--- src/rtl/ses_pkg.sv ---
package ses_pkg;

    localparam int E_W     = 18;
    localparam int RAY_W   = 20;
    localparam int ROW_W   = 54;
    localparam int PROD_W  = 38;
    localparam int LINE_W  = 40;
    localparam int HALF_W  = 20;
    localparam int PPL_W   = 41;
    localparam int PPH_W   = 40;
    localparam int RND_W   = 30;
    localparam int SQ_W    = 60;
    localparam int DEN_W   = 62;
    localparam int NUM_W   = 61;
    localparam int NMAG_W  = 60;
    localparam int FOC_W   = 16;
    localparam int FPL_W   = 48;
    localparam int FPH_W   = 44;
    localparam int FP_W    = 76;
    localparam int S_W     = 5;
    localparam int SH_W    = FP_W + 31;
    localparam int NUMER_W = 78;
    localparam int Q_W     = 31;
    localparam int DIST_W  = 16;
    localparam int REM_W   = Q_W + DIST_W;
    localparam int APB_AW  = 6;
    localparam int APB_DW  = 64;

    localparam logic [DEN_W-1:0]  DEN_FLOOR   = 62'd282;
    localparam logic [DIST_W-1:0] DIST_MAX    = 16'hFFFF;
    localparam logic [FOC_W-1:0]  FOCAL_RESET = 16'd16000;
    localparam logic [FOC_W-1:0]  THR_RESET   = 16'd32;

    typedef logic signed [RAY_W-1:0] ray_t;

    typedef struct packed {
        ray_t src_x;
        ray_t src_y;
        ray_t src_z;
        ray_t dst_x;
        ray_t dst_y;
        ray_t dst_z;
    } corr_t;

    typedef struct packed {
        logic [ROW_W-1:0] row0;
        logic [ROW_W-1:0] row1;
        logic [ROW_W-1:0] row2;
        logic [FOC_W-1:0] focal;
        logic [FOC_W-1:0] thr;
    } cfg_t;

    typedef struct packed {
        logic [NUMER_W-1:0] numer;
        logic               degen;
    } side_t;

    // |x| rounded half up from 2^-32 to 2^-24
    function automatic logic [RND_W-1:0] round_mag(input logic signed [LINE_W-1:0] x);
        logic [LINE_W-1:0] m;
        logic [LINE_W-1:0] r;
        m = x[LINE_W-1] ? LINE_W'(-x) : LINE_W'(x);
        r = m + LINE_W'(128);
        return r[8 +: RND_W];
    endfunction

endpackage

--- src/rtl/ses_regs.sv ---
module ses_regs (
    input  logic                         clk,
    input  logic                         rst_n,
    input  logic                         psel,
    input  logic                         penable,
    input  logic                         pwrite,
    input  logic [ses_pkg::APB_AW-1:0]   paddr,
    input  logic [ses_pkg::APB_DW-1:0]   pwdata,
    output logic [ses_pkg::APB_DW-1:0]   prdata,
    output logic                         pready,
    output ses_pkg::cfg_t                cfg
);

    localparam logic [2:0] REG_ROW0  = 3'd0;
    localparam logic [2:0] REG_ROW1  = 3'd1;
    localparam logic [2:0] REG_ROW2  = 3'd2;
    localparam logic [2:0] REG_FOCAL = 3'd3;
    localparam logic [2:0] REG_THR   = 3'd4;

    logic [ses_pkg::ROW_W-1:0] row0_reg;
    logic [ses_pkg::ROW_W-1:0] row1_reg;
    logic [ses_pkg::ROW_W-1:0] row2_reg;
    logic [ses_pkg::FOC_W-1:0] focal_reg;
    logic [ses_pkg::FOC_W-1:0] thr_reg;
    logic [2:0]                idx;
    logic                      wr;

    assign idx    = paddr[5:3];
    assign wr     = psel & penable & pwrite;
    assign pready = 1'b1;

    always_ff @(posedge clk or negedge rst_n)
    begin
        if (!rst_n)
        begin
            row0_reg  <= '0;
            row1_reg  <= '0;
            row2_reg  <= '0;
            focal_reg <= ses_pkg::FOCAL_RESET;
            thr_reg   <= ses_pkg::THR_RESET;
        end
        else if (wr)
        begin
            unique case (idx)
                REG_ROW0:  row0_reg  <= pwdata[ses_pkg::ROW_W-1:0];
                REG_ROW1:  row1_reg  <= pwdata[ses_pkg::ROW_W-1:0];
                REG_ROW2:  row2_reg  <= pwdata[ses_pkg::ROW_W-1:0];
                REG_FOCAL: focal_reg <= pwdata[ses_pkg::FOC_W-1:0];
                REG_THR:   thr_reg   <= pwdata[ses_pkg::FOC_W-1:0];
                default:   ;
            endcase
        end
    end

    always_comb
    begin
        unique case (idx)
            REG_ROW0:  prdata = ses_pkg::APB_DW'(row0_reg);
            REG_ROW1:  prdata = ses_pkg::APB_DW'(row1_reg);
            REG_ROW2:  prdata = ses_pkg::APB_DW'(row2_reg);
            REG_FOCAL: prdata = ses_pkg::APB_DW'(focal_reg);
            REG_THR:   prdata = ses_pkg::APB_DW'(thr_reg);
            default:   prdata = '0;
        endcase
    end

    assign cfg.row0  = row0_reg;
    assign cfg.row1  = row1_reg;
    assign cfg.row2  = row2_reg;
    assign cfg.focal = focal_reg;
    assign cfg.thr   = thr_reg;

endmodule

--- config.mk ---
export PLATFORM = sky130hd
export DESIGN_NAME = ses_regs
export DESIGN_NICKNAME = d
export VERILOG_FILES = /design/src/rtl/ses_pkg.sv /design/src/rtl/ses_regs.sv
export SDC_FILE = /design/constraint.sdc
export NUM_CORES = 1
export LEC_CHECK = 0
export ABC_AREA = 1
export BUFFER_PORTS_ARGS = -buffer_cell sky130_fd_sc_hd__buf_4
export CORE_UTILIZATION = 25
export DETAILED_ROUTE_END_ITERATION = 6
export MAX_ROUTING_LAYER = met4
export PLACE_DENSITY = 0.46
export SLEW_MARGIN = 5
export SYNTH_ARGS = -nofsm -noshare
export SYNTH_HDL_FRONTEND = slang
export SYNTH_SLANG_ARGS = --single-unit
--- constraint.sdc ---
create_clock -name clk -period 3.7 [get_ports clk]
set_input_delay 0.555 -clock clk [delete_from_list [all_inputs] [get_ports clk]]
set_output_delay 0.555 -clock clk [all_outputs]
set_load 0.05 [all_outputs]
==> impl_metrics.py, run 1 <==
metrics = {
    "run_status": {
        "status": "complete, no violations",
    },
    "timing": {
        "setup_tns_ns": 0,
        "slew_viol_final": 0,
        "tightest_slew_ns": 1.12,
        "setup_violations": 0,
        "rsz0062_at_grt": "no",
        "fin_crit_sh_pct": 77.2,
        "fin_skew_ns": 0,
        "final_hold_viol_count": 0,
        "clock.fmax_ghz": 0.350,
        "fin_crit_ns": 2.85,
        "hold_ws_ns": 0.0934,
        "max_slew_margin_pct": 25.4,
    },
    "floorplanning": {
        "coreArea_um2": 34700,
        "rows": 68,
        "die_area_um2": 36100,
        "chipWidth_um": 190,
        "initial_utilization_pct": 25.5,
        "io_pins": 334,
        "die_height_um": 190,
    },
    "setup_path": {
        "cp_top_family": "buffers and inverters",
        "reg2reg_setup_slack_ns": 2.90,
        "worst_r2r_path_depth": 2,
        "path_cells": "buf_4 > inv_2 > nand3_1 > inv_2 > buf_4 > nand2_1 > nand3_1 > buf_4",
        "critPathBufInv": 5,
        "worstSetupPathType": "input port to output port",
        "r2r_start": "focal_reg[9]$_DFFE_PN1P_",
        "start_kind": "input port",
        "crit_path_start": "paddr[5]",
        "crit_top_cell": "buf_4",
        "cp_max_fo": 23,
        "crit_required_ns": 3.14,
        "end_kind": "output port",
        "crit_slowest_cell": "inv_2",
        "r2r_end": "focal_reg[9]$_DFFE_PN1P_",
        "critPathArrivalTime_ns": 2.30,
        "critPathMaxStageDelay_ns": 0.37,
    },
    "routing": {
        "drt_wl_total_mm": 33.4,
        "wl_per_cell_um": 17.9,
        "drt-vias-per-instance": 4.51,
        "drtIter0Drc": 357,
        "drcViolationCount": 0,
        "vias": 8409,
        "first_pass_iters": 4,
        "antenna_left": 0,
    },
    "run": {
        "drv_cap": 0,
    },
    "placement": {
        "port_buffers": 309,
        "gp_congestion": 0.794,
        "place_hpwl_mm": 22.0,
        "place_inst": 1831,
    },
    "finish": {
        "finalNonFillerCells": 1863,
        "diodes": 0,
        "synthToLayoutAreaGrowth_pct": 38.5,
        "regArea_um2": 4860,
        "fin_util_pct": 35.3,
        "drive_gt1_share_pct": 27.1,
        "nFillCells": 3710,
        "multi_input_area_um2": 3300,
        "nets": 1470,
    },
    "yosys": {
        "synthTopCellsByArea": "dfrtp_1 53%, nand2_1 18%, o21ai_0 9.8%",
        "synth.most_common_cell": "nand2_1",
        "ys.flop_type": "dfrtp_1",
        "syn-instance-count": 1115,
        "synth.distinct_cells": 22,
        "synth_edf_count": 0,
        "ys_ff_latch": 194,
        "async_reset_ff_share_pct": 100,
        "synth_area_um2": 8850,
        "synth_largest_area_cell": "dfrtp_1",
        "ys_seq_area_share_pct": 55.0,
        "synthTopCellsByCount": "414 x nand2_1, 187 x dfrtp_1, 173 x o21ai_0",
        "ys_warn_count": 0,
        "avgSynthCellArea_um2": 7.93,
        "synth.top_cell.area_share_pct": 52.9,
    },
    "grt": {
        "overflow": 0,
        "grt_pass1_vias": 8192,
        "antenna_found_initial": 0,
        "grt_pass1_wl_mm": 51.3,
        "grt_max_degree": 91,
        "grt_usage_pct": 19.3,
    },
    "pwr": {
        "power.leakage_nw": 6.51,
        "total_power_w": 0.00806,
        "cellPowerDensity_nw_per_um2": 658,
        "vdd_drop_max_mv": 0.329,
    },
    "clock_tree": {
        "path_clk_slew_ns": 0.07,
        "tritoncts": "done",
        "clk_latency_ns": 0.45,
        "cts_resized": 0,
        "htree_levels": 4,
        "post_cts_buffers": 0,
        "holdBufCountCts": 0,
        "root_buffer": "clkbuf_16",
        "cts.path.max_buffers": 2,
        "numCtsBuffers": 17,
        "clock-sinks": 194,
    },
    "worst_hold_path": {
        "hold_path_class": "input port to async pin",
    },
}
## where the power goes
group | total [W] | switching [W] | internal [W]
combinational | 0.00315 | 0.00232 | 0.000838
clock | 0.00202 | 0.000866 | 0.00116
sequential | 0.00289 | 0.000354 | 0.00253
## cells in the final DEF (no fill, tap or decap), types with 3 or more instances in the layout
| cell | netlist | routed |
|---|---|---|
| buf_12 | 0 | 3 |
| buf_4 | 14 | 330 |
| bufinv_16 | 0 | 4 |
| clkbuf_16 | 0 | 17 |
| conb_1 | 2 | 11 |
| dfrtp_1 | 187 | 187 |
| dfstp_2 | 7 | 7 |
| inv_1 | 86 | 86 |
| nand2_1 | 414 | 413 |
| nand3_1 | 74 | 73 |
| nand4_1 | 22 | 22 |
| nor2_1 | 27 | 27 |
| o21ai_0 | 173 | 173 |
| o21ai_1 | 31 | 31 |
## worst max path at each step
| stage | end | slack [ns] | cells past startpoint |
|---|---|---|---|
| after floorplan | prdata[16] | 1.28 | 8 |
| after global placement | prdata[45] | 0.87 | 8 |
| after detailed placement | prdata[45] | 0.85 | 8 |
| after CTS | prdata[45] | 0.84 | 8 |
| after global routing | prdata[51] | 0.67 | 8 |
| final | prdata[45] | 0.85 | 8 |
## metrics by stage
| stage | cell area (µm²) | setup WS, ns |
|---|---|---|
| after floorplan | 8880 | 1.28 |
| after global placement | 11600 | 0.865 |
| after detailed placement | 11600 | 0.847 |
| after CTS | 12300 | 0.835 |
| after global routing | 12300 | 0.666 |
| final | 12300 | 0.845 |
## layer usage
| metal | vias to the layer above | routed length [µm] | global-route usage (%) |
|---|---|---|---|
| li1 | 4095 | - | - |
| met1 | 4040 | 15100 | 25.1 |
| met2 | 256 | 15700 | 30.1 |
| met3 | 18 | 2280 | 5.02 |
| met4 | 0 | 274 | 4.28 |
| met5 | - | 0 | - |
## logic make-up (layout without fill, tap and decap cells)
kind of cell | Yosys count | after routing | share of synthesized area [%]
buffers and inverters | 172 | 456 | 8.29
AOI/OAI and AO/OA | 204 | 204 | 11.5
and+or+nand+nor | 543 | 543 | 25.1
other | 2 | 11 | 0.0849
DFF | 194 | 194 | 55.0
## cell type report
| type | count | share of cell area (%) |
|---|---|---|
| clock inverters | 12 | 1.47 |
| multi-input cells | 758 | 26.9 |
| clock buffers | 20 | 3.65 |
| flip-flops and latches | 194 | 39.7 |
| well taps | 455 | 4.65 |
| repair buffers | 334 | 20.8 |
| inverters | 90 | 2.78 |
## worst register-to-register path, stage by stage, from the launching register on
cell	delay (ns)
dfstp_2	0.53
inv_1	0.04
o21ai_0	0.15
Note: power is estimated with default switching activity, not from simulation.
==> run 2: changes to the inputs <==
--- a/config.mk
+++ b/config.mk
@@ -10,7 +10,7 @@
 export CORE_UTILIZATION = 25
 export DETAILED_ROUTE_END_ITERATION = 6
 export MAX_ROUTING_LAYER = met4
-export PLACE_DENSITY = 0.46
+export PLACE_DENSITY = 0.48
 export SLEW_MARGIN = 5
 export SYNTH_ARGS = -nofsm -noshare
 export SYNTH_HDL_FRONTEND = slang
==> constraint.sdc (replaced) <==
create_clock -name clk -period 2.3 [get_ports clk]
set_input_delay 0.345 -clock clk [delete_from_list [all_inputs] [get_ports clk]]
set_output_delay 0.345 -clock clk [all_outputs]
set_load 0.05 [all_outputs]
==> run 2 against run 1 <==
  * Count of clock-buffer cells in the layout grew 1
  * Combinational power grew 62%
  * Register-to-register slack lost 1.4 ns
  * Non-clock buffer count grew 10
  * Die area is the same
  * Largest power group unchanged
  * Worst hold slack is essentially flat
  * Highest routed layer unchanged
  * Critical endpoint is now prdata[9]
==> impl_metrics.py, run 2 (synthesis gave the netlist of run 1 again) <==
metrics = {
    "routing": {
        "vias": 8403,
        "drcViolationCount": 0,
        "wl_per_cell_um": 17.7,
        "first_pass_iters": 5,
        "antenna_left": 0,
        "drt-vias-per-instance": 4.49,
        "drt_wl_total_mm": 33.2,
        "drtIter0Drc": 412,
    },
    "clock_tree": {
        "path_clk_slew_ns": 0.08,
        "root_buffer": "clkbuf_16",
        "clock-sinks": 194,
        "numCtsBuffers": 17,
        "cts.path.max_buffers": 2,
        "htree_levels": 4,
        "clk_latency_ns": 0.45,
        "tritoncts": "done",
        "post_cts_buffers": 0,
        "cts_resized": 0,
        "holdBufCountCts": 1,
    },
    "pwr": {
        "power.leakage_nw": 6.54,
        "p_sw_w": 0.00570,
        "comb_power_share_pct": 40.7,
        "clockPowerShare_pct": 22.2,
        "cellPowerDensity_nw_per_um2": 1020,
        "seq_power_share_pct": 37.1,
        "intPower_w": 0.00684,
        "vdd_drop_max_mv": 0.517,
        "switching_share_pct": 45.5,
    },
    "setup_path": {
        "reg2reg_setup_slack_ns": 1.47,
        "crit_slowest_cell": "clkinv_1",
        "end_kind": "output port",
        "worstSetupPathType": "input port to output port",
        "path_cells": "buf_4 > clkinv_1 > nand4_1 > nand2_1 > nor2_1 > nand2_1 > buf_4",
        "critPathBufInv": 3,
        "cp_top_family": "buffers and inverters",
        "crit_required_ns": 1.96,
        "critPathMaxStageDelay_ns": 0.43,
        "r2r_end": "focal_reg[13]$_DFFE_PN1P_",
        "cp_max_fo": 17,
        "r2r_start": "focal_reg[13]$_DFFE_PN1P_",
        "start_kind": "input port",
        "worst_r2r_path_depth": 2,
        "critPathArrivalTime_ns": 1.64,
    },
    "floorplanning": {
        "coreArea_um2": 34700,
        "io_pins": 334,
        "die_height_um": 190,
        "chipWidth_um": 190,
        "die_area_um2": 36100,
        "rows": 68,
        "initial_utilization_pct": 25.5,
    },
    "finish": {
        "nFillCells": 3652,
        "synthToLayoutAreaGrowth_pct": 39.5,
        "nets": 1480,
        "diodes": 0,
        "drive_gt1_share_pct": 27.4,
        "layout_commonest_cell": "nand2_1",
        "final_cell_mix": "413 x nand2_1, 330 x buf_4, 187 x dfrtp_1, 173 x o21ai_0, 86 x inv_1",
    },
    "timing": {
        "fin_crit_ns": 1.98,
        "fin_crit_sh_pct": 86.3,
        "tightest_slew_ns": 0.618,
        "max_slew_margin_pct": 58.8,
        "rsz0062_at_grt": "no",
        "final_hold_viol_count": 0,
        "slew_viol_final": 0,
        "clock.fmax_ghz": 0.504,
        "fin_skew_ns": 0,
        "setup_violations": 0,
        "setup_tns_ns": 0,
        "setup_slack_ns": 0.315,
    },
    "placement": {
        "place_hpwl_mm": 22.9,
        "port_buffers": 309,
        "dpl_worst_slack_ns": 0.295,
        "gp_congestion": 0.811,
    },
    "run": {
        "drv_cap": 0,
    },
    "grt": {
        "antenna_found_initial": 0,
        "overflow": 0,
        "grt_pass1_vias": 8279,
        "grt_pass1_wl_mm": 50.6,
        "grt_usage_pct": 19.3,
        "grt_max_degree": 69,
    },
    "worst_hold_path": {
        "hold_depth": 3,
        "hold_start": "pwdata[34]",
        "hold_path_class": "input port to register",
        "min_to": "row0_reg[34]$_DFFE_PN0P_",
    },
    "run_status": {
        "status": "complete, no violations",
    },
}
[run 2: tightest hold or removal path, delay by kind of cell]
family | cells | cell delay [ns]
AND/OR/NAND/NOR | 2 | 0.09
buffers and inverters | 1 | 0.08
[run 2: cell type report]
cell class	instances	area, µm²	area share [%]
tap	455	569	4.61
sequential	194	4860	39.4
clock inverter	11	83.8	0.679
multi-input combinational	758	3300	26.7
timing repair buffer	344	2740	22.2
clock buffer	21	440	3.57
inverter	90	340	2.76
[run 2: per-stage QoR]
| step | power (W) | instance area [µm²] | utilization (%) | instances | hold slack, ns |
|---|---|---|---|---|---|
| floorplan | 0.00797 | 8880 | - | 1124 | 0.0494 |
| global placement | 0.00983 | 11800 | 34.0 | 1840 | 0.415 |
| detailed placement | 0.00986 | 11800 | 34.0 | 1840 | 0.414 |
| CTS | 0.0127 | 12300 | 35.5 | 1873 | 0.0705 |
| global route | 0.0131 | 12300 | 35.5 | 1873 | 0.0800 |
| finish | 0.0125 | 12300 | 35.5 | 1873 | 0.0937 |
[run 2: per-layer routing]
metal  vias up  global-route usage [%]  share of wire (%)
met3        37                    6.07                8.5
met4         0                    4.75                1.3
met5         -                       -                  0
li1       4107                       -                  -
met1      3973                    24.2                 44
met2       286                    29.9                 47
[run 2: worst max path at each step]
stage | startpoint | endpoint | slack, ns | depth (start not counted)
final | paddr[3] | prdata[9] | 0.32 | 7
after global routing | paddr[3] | prdata[13] | 0.14 | 7
after CTS | paddr[3] | prdata[14] | 0.30 | 7
after detailed placement | paddr[3] | prdata[14] | 0.29 | 7
after global placement | paddr[3] | prdata[14] | 0.26 | 7
after floorplan | paddr[5] | prdata[16] | 0.30 | 8
[run 2: power by group through the flow]
stage,logic [W],registers [W],clock network [W]
detailed placement,0.00515,0.00471,0
global placement,0.00513,0.00471,0
global route,0.00538,0.00475,0.00301
floorplan,0.00113,0.00684,0
finish,0.00510,0.00465,0.00279
CTS,0.00515,0.00466,0.00288
==> run 3: changes to the inputs <==
--- a/config.mk
+++ b/config.mk
@@ -11,6 +11,9 @@
 export DETAILED_ROUTE_END_ITERATION = 6
 export MAX_ROUTING_LAYER = met4
 export PLACE_DENSITY = 0.48
+export REMOVE_ABC_BUFFERS = 1
+export SETUP_SLACK_MARGIN = 0.15
+export SKIP_CTS_REPAIR_TIMING = 1
 export SLEW_MARGIN = 5
 export SYNTH_ARGS = -nofsm -noshare
 export SYNTH_HDL_FRONTEND = slang
==> run 3 against run 2 <==
  * Fmax hardly changed
  * Flip-flop and latch count stayed put
  * Clock power is 7.2% higher
  * Highest routed layer unchanged
  * Critical path depth stayed put
  * Final area is 0.42% higher
  * Total power is 1.6% higher
  * Utilization is 0.15 points higher
==> impl_metrics.py, run 3 (synthesis gave the netlist of run 1 again) <==
metrics = {
    "run_status": {
        "status": "complete, no violations",
    },
    "clock_tree": {
        "path_clk_slew_ns": 0.08,
        "htree_levels": 4,
        "root_buffer": "clkbuf_16",
        "clk_latency_ns": 0.44,
        "tritoncts": "done",
        "clock-sinks": 194,
        "cts.path.max_buffers": 2,
        "numCtsBuffers": 17,
    },
    "grt": {
        "overflow": 0,
        "grt_pass1_wl_mm": 51.0,
        "grt_usage_pct": 19.3,
        "antenna_found_initial": 1,
        "grt_max_degree": 64,
        "grt_pass1_vias": 8449,
    },
    "routing": {
        "drt_wl_total_mm": 33.2,
        "drcViolationCount": 0,
        "antenna_left": 0,
        "drtIter0Drc": 481,
        "first_pass_iters": 5,
        "wl_per_cell_um": 17.7,
        "vias": 8438,
        "drt-vias-per-instance": 4.51,
    },
    "timing": {
        "fin_crit_sh_pct": 86.4,
        "clock.fmax_ghz": 0.503,
        "tightest_slew_ns": 0.735,
        "setup_tns_ns": 0,
        "fin_crit_ns": 1.99,
        "slew_viol_final": 0,
        "rsz0062_at_grt": "no",
        "setup_violations": 0,
        "fin_skew_ns": 0,
        "max_slew_margin_pct": 51.0,
        "final_hold_viol_count": 0,
    },
    "pwr": {
        "cellPowerDensity_nw_per_um2": 1030,
        "comb_power_share_pct": 40.0,
        "switching_share_pct": 45.1,
        "intPower_w": 0.00699,
        "seq_power_share_pct": 36.5,
        "total_power_w": 0.0127,
        "vdd_drop_max_mv": 0.514,
        "p_sw_w": 0.00575,
        "clockPowerShare_pct": 23.5,
        "power.leakage_nw": 6.56,
    },
    "setup_path": {
        "end_kind": "output port",
        "reg2reg_setup_slack_ns": 1.49,
        "cp_max_fo": 17,
        "start_kind": "input port",
        "critPathMaxStageDelay_ns": 0.42,
        "path_cells": "buf_4 > clkinv_1 > nand4_1 > nand2_1 > nor2_1 > nand2_1 > buf_4",
        "crit_required_ns": 1.96,
        "worstSetupPathType": "input port to output port",
        "cp_top_family": "buffers and inverters",
        "critPathBufInv": 3,
        "crit_slowest_cell": "clkinv_1",
        "critPathArrivalTime_ns": 1.64,
    },
    "run": {
        "drv_cap": 0,
    },
    "finish": {
        "multi_input_area_um2": 3300,
        "nets": 1477,
        "final_cell_mix": "413 x nand2_1, 325 x buf_4, 187 x dfrtp_1, 173 x o21ai_0, 86 x inv_1",
        "drive_gt1_share_pct": 27.4,
        "nFillCells": 3676,
        "regArea_um2": 4860,
        "synthToLayoutAreaGrowth_pct": 40.1,
        "layout_commonest_cell": "nand2_1",
        "finalNonFillerCells": 1871,
    },
    "worst_hold_path": {
        "hold_path_class": "input port to register",
    },
    "floorplanning": {
        "coreArea_um2": 34700,
        "chipWidth_um": 190,
        "rows": 68,
        "die_height_um": 190,
        "io_pins": 334,
        "die_area_um2": 36100,
        "initial_utilization_pct": 25.5,
    },
    "placement": {
        "place_inst": 1837,
        "port_buffers": 309,
        "place_hpwl_mm": 22.4,
        "gp_congestion": 0.826,
    },
}
==> run 3: cell count changes in the layout (fill, tap and decap cells not counted), sizes merged <==
cell and delta:
clkbuf -1, diode +1, bufinv +1, clkinvlp -1
buf -3, inv +2, clkinv -1
==> run 3: metal layers <==
layer  up-vias  GRT usage [%]  share of wire [%]
met5         -              -                  0
met4         0           3.78               0.74
met3        22           5.59                7.8
met2       286           30.6                 47
met1      4022           24.3                 44
li1       4108              -                  -
==> run 3: per-stage QoR <==
step	instance area (µm²)	worst slack [ns]	utilization, %	hold slack [ns]
after floorplan	8490	-0.783	-	0.0494
after global placement	11800	0.273	34.0	0.336
after detailed placement	11800	0.345	34.0	0.333
after CTS	12400	0.345	35.7	-0.162
after global routing	12400	0.170	35.7	0.0799
final	12400	0.314	35.7	0.104
==> run 3: tightest hold or removal path, stage by stage <==
cell and delay, ns:
buf_4 0.08, nand2_1 0.04, nand2_1 0.05
==> run 3: power by group through the flow <==
stage / Combinational (W) / Sequential (W) / Clock, W
CTS: 0.00514 / 0.00466 / 0.00309
global placement: 0.00512 / 0.00470 / 0
global route: 0.00539 / 0.00474 / 0.00322
floorplan: 0.00108 / 0.00684 / 0
detailed placement: 0.00514 / 0.00471 / 0
finish: 0.00510 / 0.00465 / 0.00299
==> run 3: area by class of cell <==
type | count | share of cell area (%)
inverters | 90 | 2.75
flip-flops and latches | 194 | 39.3
diodes | 1 | 0.0202
repair buffers | 341 | 22.1
well taps | 455 | 4.59
multi-input cells | 758 | 26.6
clock buffers | 20 | 3.60
clock inverters | 12 | 1.00
==> run 3: worst paths after layout <==
kind                                                 from                        end  cells after the start
min in group asynchronous                           rst_n    row1_reg[0]$_DFFE_PN0P_                      2
worst min register to register  focal_reg[10]$_DFFE_PN1P_  focal_reg[10]$_DFFE_PN1P_                      2
max in group asynchronous                           rst_n   row2_reg[31]$_DFFE_PN0P_                      3
worst max register to register  focal_reg[12]$_DFFE_PN1P_  focal_reg[12]$_DFFE_PN1P_                      2
worst max-delay path                             paddr[3]                 prdata[15]                      7
worst min-delay path                           pwdata[43]   row0_reg[43]$_DFFE_PN0P_                      3
